[config.mk]
export PLATFORM = sky130hd
export DESIGN_NAME = pfld_stepper
export DESIGN_NICKNAME = d
export VERILOG_FILES = /design/src/hw/rtl/pfld_pkg.sv /design/src/hw/rtl/pfld_stepper.sv
export SDC_FILE = /design/constraint.sdc
export NUM_CORES = 1
export LEC_CHECK = 0
export ABC_CLOCK_PERIOD_IN_PS = 8200
export BUFFER_PORTS_ARGS = -buffer_cell sky130_fd_sc_hd__buf_2
export CORE_UTILIZATION = 35
export CTS_CLUSTER_SIZE = 28
export DETAILED_ROUTE_END_ITERATION = 10
export SYNTH_ARGS = -nofsm -noshare
export SYNTH_HDL_FRONTEND = slang
export SYNTH_SLANG_ARGS = --single-unit
[constraint.sdc]
create_clock -name clock -period 8.2 [get_ports clock]
set_clock_uncertainty 0.05 [all_clocks]
set_input_delay 0.82 -clock clock [delete_from_list [all_inputs] [get_ports clock]]
set_output_delay 0.82 -clock clock [all_outputs]
set_load 0.005 [all_outputs]
[src/hw/rtl/pfld_pkg.sv]
// ---------------------------------------------------------------------------
// pfld_pkg: shared types and constants of the paged line drawer
// Opcodes, framebuffer layout constants and the stepper control structs.
// ---------------------------------------------------------------------------
`default_nettype none

package pfld_pkg;

   // opcodes carried in a request word
   localparam logic [1:0] OP_DRAW  = 2'd0;
   localparam logic [1:0] OP_READ  = 2'd1;
   localparam logic [1:0] OP_CLEAR = 2'd2;

   // framebuffer layout: 8 rows per page byte
   localparam int          ROWS_PER_PAGE = 8;
   localparam int          PAGE_SHIFT    = 3;
   localparam logic [2:0]  ROW_BIT_MASK  = 3'd7;
   localparam logic [7:0]  CLEAR_VALUE   = 8'h00;

   // field widths fixed by the request word
   localparam int X_W   = 7;
   localparam int YIN_W = 6;
   localparam int IDX_W = 10;

   // stepper datapath widths: y wanders -127..191, error term stays within +-16k
   localparam int Y_W   = 9;
   localparam int ERR_W = 16;

   // control into the Bresenham stepper
   typedef struct packed {
      logic load;
      logic advance;
   } step_ctl_type;

   // current pixel out of the stepper
   typedef struct packed {
      logic [X_W-1:0]        x;
      logic signed [Y_W-1:0] y;
      logic                  last;
   } pixel_type;

endpackage

`default_nettype wire

[src/hw/rtl/pfld_stepper.sv]
// ---------------------------------------------------------------------------
// pfld_stepper: Bresenham column stepper
// Orders endpoints by x on load, then walks one column per advance.
// ---------------------------------------------------------------------------
`default_nettype none

module pfld_stepper (
   input  wire logic                          clock,
   input  wire pfld_pkg::step_ctl_type        ctl,
   input  wire logic [pfld_pkg::X_W-1:0]      start_x,
   input  wire logic [pfld_pkg::YIN_W-1:0]    start_y,
   input  wire logic [pfld_pkg::X_W-1:0]      end_x,
   input  wire logic [pfld_pkg::YIN_W-1:0]    end_y,
   output pfld_pkg::pixel_type                pix
);

   localparam int XW = pfld_pkg::X_W;
   localparam int YI = pfld_pkg::YIN_W;
   localparam int YW = pfld_pkg::Y_W;
   localparam int EW = pfld_pkg::ERR_W;

   logic                 swap;
   logic [XW-1:0]        x0, x1, dx;
   logic [YI-1:0]        y0, y1, dy_abs;
   logic signed [YI:0]   dy_s;
   logic signed [EW-1:0] two_dy, two_dx, dx_ext, err_load, inc_pos;
   logic                 err_ge;

   logic [XW-1:0]        x_ff, x_in, xend_ff, xend_in;
   logic signed [YW-1:0] y_ff, y_in;
   logic signed [EW-1:0] err_ff, err_in, inc_pos_ff, inc_pos_in, inc_neg_ff, inc_neg_in;
   logic                 dir_neg_ff, dir_neg_in;

   always_comb begin
      // endpoint ordering and setup terms
      swap     = start_x > end_x;
      x0       = swap ? end_x   : start_x;
      x1       = swap ? start_x : end_x;
      y0       = swap ? end_y   : start_y;
      y1       = swap ? start_y : end_y;
      dx       = x1 - x0;
      dy_s     = $signed({1'b0, y1}) - $signed({1'b0, y0});
      dy_abs   = dy_s[YI] ? YI'(-dy_s) : dy_s[YI-1:0];
      two_dy   = $signed({{(EW-YI-1){1'b0}}, dy_abs, 1'b0});
      two_dx   = $signed({{(EW-XW-1){1'b0}}, dx, 1'b0});
      dx_ext   = $signed({{(EW-XW){1'b0}}, dx});
      err_load = two_dy - dx_ext;
      inc_pos  = two_dy - two_dx;
      err_ge   = !err_ff[EW-1];

      x_in       = x_ff;
      xend_in    = xend_ff;
      y_in       = y_ff;
      err_in     = err_ff;
      inc_pos_in = inc_pos_ff;
      inc_neg_in = inc_neg_ff;
      dir_neg_in = dir_neg_ff;

      if (ctl.load) begin
         x_in       = x0;
         xend_in    = x1;
         y_in       = $signed({{(YW-YI){1'b0}}, y0});
         err_in     = err_load;
         inc_pos_in = inc_pos;
         inc_neg_in = two_dy;
         dir_neg_in = dy_s[YI];
      end else if (ctl.advance) begin
         x_in   = x_ff + XW'(1);
         // single error adder, operand picked by the sign of the error term
         err_in = err_ff + (err_ge ? inc_pos_ff : inc_neg_ff);
         if (err_ge) begin
            y_in = dir_neg_ff ? y_ff - YW'(1) : y_ff + YW'(1);
         end
      end
   end

   always_ff @(posedge clock) begin
      x_ff       <= x_in;
      xend_ff    <= xend_in;
      y_ff       <= y_in;
      err_ff     <= err_in;
      inc_pos_ff <= inc_pos_in;
      inc_neg_ff <= inc_neg_in;
      dir_neg_ff <= dir_neg_in;
   end

   assign pix.x    = x_ff;
   assign pix.y    = y_ff;
   assign pix.last = (x_ff == xend_ff);

endmodule

`default_nettype wire

# --- Yosys cells after proc, flatten, opt, wreduce, memory -nomap -nowiden ---
# Index checks and enable logic that the tools add are counted.
word_totals:
  latch_bits: 0
  out_inout_bits: 17
  inputBits: 29
  ramBits: 0
  reg_bits: 62
  rom_bits: 0
  wordCells: 38
  n_memories: 0
op_classes:
  order_cmp: 1
  addsub: 9
  multipliers: 0
  n_reduce_logical: 3
  n_bitwise: 1
  shift: 0
  mux: 14
  n_eq_ne: 2
  div_mod_pow: 0
ops:
  columns: ["cell", "n"]
  rows:
  - ["16-bit 2-to-1 mux", 3]
  - ["6-bit 2-to-1 mux", 6]
  - ["7-bit 2-to-1 mux", 4]
  - ["16-bit adder", 1]
  - ["9-bit by 2-bit adder with 9-bit output, second input constant", 1]
  - ["9-bit 2-to-1 mux", 1]
  - ["7-bit by 8-bit subtractor with 9-bit output", 1]
  - ["9-bit by 2-bit subtractor with 9-bit output, second input constant", 1]
  - ["7-bit by 7-bit subtractor with 8-bit output", 1]
  - ["7-bit by 1-bit adder with 7-bit output, second input constant", 1]
  - ["7-bit == test", 1]
  - ["7-bit greater-than comparator", 1]
  - ["6-bit by 6-bit subtractor with 7-bit output", 1]
  - ["7-bit subtractor", 1]
  - ["6-bit negation", 1]
  - ["2-bit AND reduction", 2]
  - ["2-bit inequality test, second input constant", 1]
  - ["2-bit nonzero test", 1]
  - ["1-bit inverter", 1]

# --- Logic depth before layout (Yosys ltp) ---
logic_depth:
  word_depth: 7
  depth_mapped: 27
  mapped_depth_nobuf: 24

# --- Least setup slack after synthesis ---
# OpenSTA, ideal clock, no wires.
synth_timing:
  path_type: "in2reg"
  start: "input end_x[4] in the netlist's numbering"
  end: "register err_ff[6], data pin"
  setup_slack_ns: 2.286
  arrival_time_ns: 5.594
  setup_ns: 0.270
  required_time_ns: 7.880
  path_buffers: 2
  path_stages: 25
  cell_sequence: "inv_1 > ha_1 > nand4_2 > a21o_2 > a21oi_2 > buf_4 > clkbuf_1 > nand2_1 > nor2_1 > a21oi_1 > ha_1 > a22o_1 > or3_1 > nor3_1 > nor4_1 > or2_2 > mux2_2 > ha_1 > a21oi_1 > o21bai_1 > a21o_1 > a21oi_1 > xor2_1 > xnor2_1 > a21oi_1"
synth_between:
  elab_chain_len: 7
  elab_cells_between_ends: 11
  cone_classes: "add/sub (4); order compare (1); mux (6)"
synth_lines:
  columns: ["item", "line_no", "rtl"]
  rows:
  - ["start: declaration", "pfld_stepper.sv:12", "input wire logic [pfld_pkg::X_W-1:0] end_x,"]
  - ["7-bit greater-than comparator *", "pfld_stepper.sv:36", "swap = start_x > end_x;"]
  - ["6-bit 2-to-1 mux (on tied branches)", "pfld_stepper.sv:40, pfld_stepper.sv:39", null]
  - ["6-bit by 6-bit subtractor with 7-bit output *", "pfld_stepper.sv:42", "dy_s = $signed({1'b0, y1}) - $signed({1'b0, y0});"]
  - ["6-bit negation", "pfld_stepper.sv:43", "dy_abs = dy_s[YI] ? YI'(-dy_s) : dy_s[YI-1:0];"]
  - ["6-bit 2-to-1 mux *", "pfld_stepper.sv:43", null]
  - ["via dy_abs[1]", "pfld_stepper.sv:24", "logic [YI-1:0] y0, y1, dy_abs;"]
  - ["7-bit by 7-bit subtractor with 8-bit output *", "pfld_stepper.sv:47", "err_load = two_dy - dx_ext;"]
  - ["16-bit 2-to-1 mux *", "pfld_stepper.sv:59", "if (ctl.load) begin"]
  - ["via err_in[6]", "pfld_stepper.sv:31", "logic signed [EW-1:0] err_ff, err_in, inc_pos_ff, inc_pos_in, inc_neg_ff, inc_neg_in;"]
  - ["end signal: assignment", "pfld_stepper.sv:81", "err_ff <= err_in;"]
  - ["end: declaration", "pfld_stepper.sv:31", null]
# The timed path passes the listed nets; every way through them passes the cells marked *.
# A chain may end at the register's enable or synchronous reset.

# --- Final worst setup path ---
layout_timing:
  start: "input end_x[4] in the netlist's numbering"
  end: "register err_ff[15], data pin"
# Same word-level chain as after synthesis.

==> results.py <==
metrics = {
    "routing": {
        "viasPerCell": 5.366,
        "drcViolationCount": 0,
        "detail_route.wl_per_cell_um": 15.77,
        "drtPass1Iterations": 5,
        "wirelength_mm": 11.89,
        "via_count": 4046,
        "antenna_left": 0,
        "dr.first_iter.drc_count": 327,
    },
    "setup_path": {
        "worstPathCellList": "buf_2 > inv_1 > ha_1 > a211o_1 > a21o_1 > o21ai_4 > a21oi_1 > ha_1 > a22o_1 > or3_1 > nor3_1 > nor4_1 > or2_2 > mux2_2 > ha_1 > a21oi_1 > o21bai_1 > a21oi_1 > nor2b_1 > o311ai_4 > o21a_1",
        "critPathRequiredTime_ns": 8.32,
        "worstPathArrival_ns": 5.89,
        "timing_worst_setup_path_type": "in2reg",
        "worstSetupEndpointType": "register",
        "critical-path-slowest-cell": "sky130_fd_sc_hd__o311ai_4",
        "cpPeakStageDelay_ns": 0.43,
        "timing.critical_path.from_type": "input pin",
        "timing.critical_path.fanout_max": 9,
        "path_buf_inv": 2,
        "path_delay_family": "compound AO/OA/AOI/OAI gates",
    },
    "sta": {
        "max_slew.worst_pin.slew_ns": 0.8211,
        "tcrit_tclk_final_pct": 70.44,
        "timing_max_transition_violations_final": 0,
        "final_count_of_negative_setup_slack_endpoints": 0,
        "rsz_0062_raised_after_global_routing": "false",
        "min_period_ns": 5.776,
        "maxClockFrequency_ghz": 0.1731,
        "max-slew-margin-rel_pct": 45.26,
        "final_tns_setup_ns": 0,
        "final_hold_viol_count": 0,
    },
    "global_route": {
        "global_route.usage.met3_pct": 1.604,
        "gr-usage-met1_pct": 24.78,
        "gr-total-overflow": 0,
        "global_route.usage.met2_pct": 27.01,
        "global_route_wire_length_before_repair_mm": 19.80,
        "busiest_layer": "met2",
        "number_of_global_route_vias_before_repair": 3930,
        "grt_antenna_before_repair": 0,
        "grt_max_degree": 74,
        "grt_util_all_layers_pct": 17.09,
    },
    "die": {
        "floorplan.initialDensity_pct": 36.47,
        "floorplan.die_area_sq_um": 14550,
        "rows": 42,
        "core-area_sq_um": 13510,
        "die_y_um": 120.6,
        "num_io_pins": 46,
        "floorplan.die.width_um": 120.6,
    },
    "power": {
        "power.internal_mw": 1.005,
        "netSwitchingFraction_pct": 39.66,
        "power_density_nw_per_um2": 304.1,
        "power_mw": 1.666,
        "switching_pwr_mw": 0.6606,
        "power.share.sequential_pct": 28.8,
        "cellLeakagePower_nw": 2.272,
        "irDropWorstVdd_v": 0.0001047,
        "pwr-share-comb_pct": 58.6,
        "power.clock.fraction_pct": 12.6,
    },
    "clock_tree": {
        "cts_tree": "built",
        "ctsLongestPathBuffers": 2,
        "htree_levels": 2,
        "post_cts_buffers": 0,
        "post_cts_resized": 0,
        "worstSkewPairLatency_ns": 0.30,
        "cts_buffers": 5,
        "cts_sinks": 53,
        "cell_chosen_for_the_clock_root": "sky130_fd_sc_hd__clkbuf_16",
        "cts.reportedPaths.clkPinSlew_ns": 0.07,
        "cts.hold.buffers_added": 0,
    },
    "flow_run": {
        "timing.max_cap.violations": 0,
    },
    "synth": {
        "ys.warnings.count": 0,
        "sequential_element_share_of_the_synthesized_area_pct": 31.70,
        "post_synth_num_cell_types": 73,
        "avgSynthCellArea_sq_um": 9.190,
        "mappedNetlistNets": 612,
        "top_reg_cell_synth": "sky130_fd_sc_hd__edfxtp_1",
        "synth_area_sq_um": 4926,
        "synthArstFlopShare_pct": 0,
        "postSynthRegisterBits": 53,
        "synth_edf_count": 50,
        "synthesis.instances": 536,
    },
    "layout": {
        "fin_util_pct": 40.56,
        "final_cell_area_sq_um": 5478,
        "non_filler_instance_count_after_layout": 754,
        "final_cell_mix": "sky130_fd_sc_hd__nand2_1 (50), sky130_fd_sc_hd__edfxtp_1 (50), sky130_fd_sc_hd__buf_2 (45), sky130_fd_sc_hd__ha_1 (43), sky130_fd_sc_hd__inv_1 (40)",
        "drive_above_1_share_pct": 14.53,
        "antenna-diode-count": 0,
        "nets": 653,
        "areaGrowthSynthToFinish_pct": 11.20,
    },
    "placed_design": {
        "buffer_ports.inserted": 45,
        "dp_hpwl_mm": 9.288,
        "final_replace_weighted_congestion": 0.9088,
        "dpl-instance-area_sq_um": 5335,
        "placed_cells": 746,
    },
    "hold_path": {
        "hp-class": "reg2reg",
    },
    "outcome": {
        "run_status": "completed",
    },
}
-- cell usage after synthesis (all sizes together) (3+ instances only) --
library cell	number	area, sq um
edfxtp	50	1501
o21ai	25	136.4
nand3b	3	22.52
fa	4	80.08
buf	6	28.78
nand2	50	187.7
o2111ai	3	26.28
nor4	3	18.77
mux2	6	67.56
o21bai	3	22.52
nor3	11	60.06
a21boi	3	22.52
nand3	10	50.05
nor2b	21	131.4
o21a	14	106.4
a211oi	3	22.52
o211ai	6	45.04
a2111oi	4	60.06
or2	6	37.54
dfxtp	3	60.06
a21o	9	68.82
nand2b	11	68.82
o31ai	3	27.52
a21oi	35	205.2
inv	40	150.1
a31oi	16	100.1
mux2i	8	80.08
xnor2	33	289.0
and3	5	31.28
ha	43	538.0
clkbuf	8	30.03
or3	4	25.02
xor2	16	140.1
and2	3	18.77
nor2	36	135.1
-- worst min-delay path, cell delays in order, from the launching register on --
cell and delay [ns]:
sky130_fd_sc_hd__dfxtp_1 0.33, sky130_fd_sc_hd__nand2_1 0.06, sky130_fd_sc_hd__a21oi_1 0.05
-- path summary, 6_finish.rpt --
| check | start | endpoint | slack, ns | cells after the start |
|---|---|---|---|---|
| max | end_x[4] | err_ff[15] | 2.42 | 21 |
| min reg2reg | y_ff[6] | y_ff[6] | 0.44 | 2 |
| max reg2reg | err_ff[15] | err_ff[15] | 4.58 | 14 |
| min | y_ff[6] | y_ff[6] | 0.44 | 2 |
-- cells by family after synthesis --
| logic type | count (synthesis) | synth area share [%] |
|---|---|---|
| XOR/XNOR | 50 | 9.169 |
| buffers and inverters | 54 | 4.242 |
| AO/OA/AOI/OAI | 146 | 21.59 |
| flip-flops | 53 | 31.70 |
| adder cells (fa/ha/maj) | 49 | 12.95 |
| AND/OR/NAND/NOR | 170 | 17.35 |
| multiplexers | 14 | 2.997 |
-- through the flow --
stage	worst slack, ns	hold WS, ns
after global placement	2.270	0.4137
after floorplan	2.286	0.4150
after detailed placement	2.164	0.4338
final	2.424	0.4433
after CTS	2.448	0.4433
after global routing	2.117	0.4661
-- sequential cells by signal, indices dropped and copies added, names as in the netlist --
register and count:
inc_neg_ff 6, dir_neg_ff 1, y_ff 9, inc_pos_ff 8, x_ff 7, xend_ff 7, err_ff 15
-- layer usage --
metal  up-vias  wire length (um)
met1      1911              5929
met4         0               136
met2        86              5323
met3         9               501
met5         -                 0
li1       2040                 -
-- final cells by class --
type,instances,area [sq um]
sequential,53,1562
inverter,40,150.1
clock inverter,2,13.76
tap,176,220.2
clock buffer,6,128.9
fill,1288,8028
multi-input combinational,429,3156
timing repair buffer,48,247.7
-- power groups by stage --
stage          Sequential [mW]  Clock, mW  Combinational (mW)
2_1_floorplan            0.468          0               0.788
3_3_place_gp             0.481          0               0.953
3_5_place_dp             0.486          0               0.973
4_1_cts                  0.480      0.217               0.979
5_1_grt                  0.490      0.227                1.11
6_report                 0.479      0.210               0.976
Note: power is estimated with default switching activity, not from simulation.
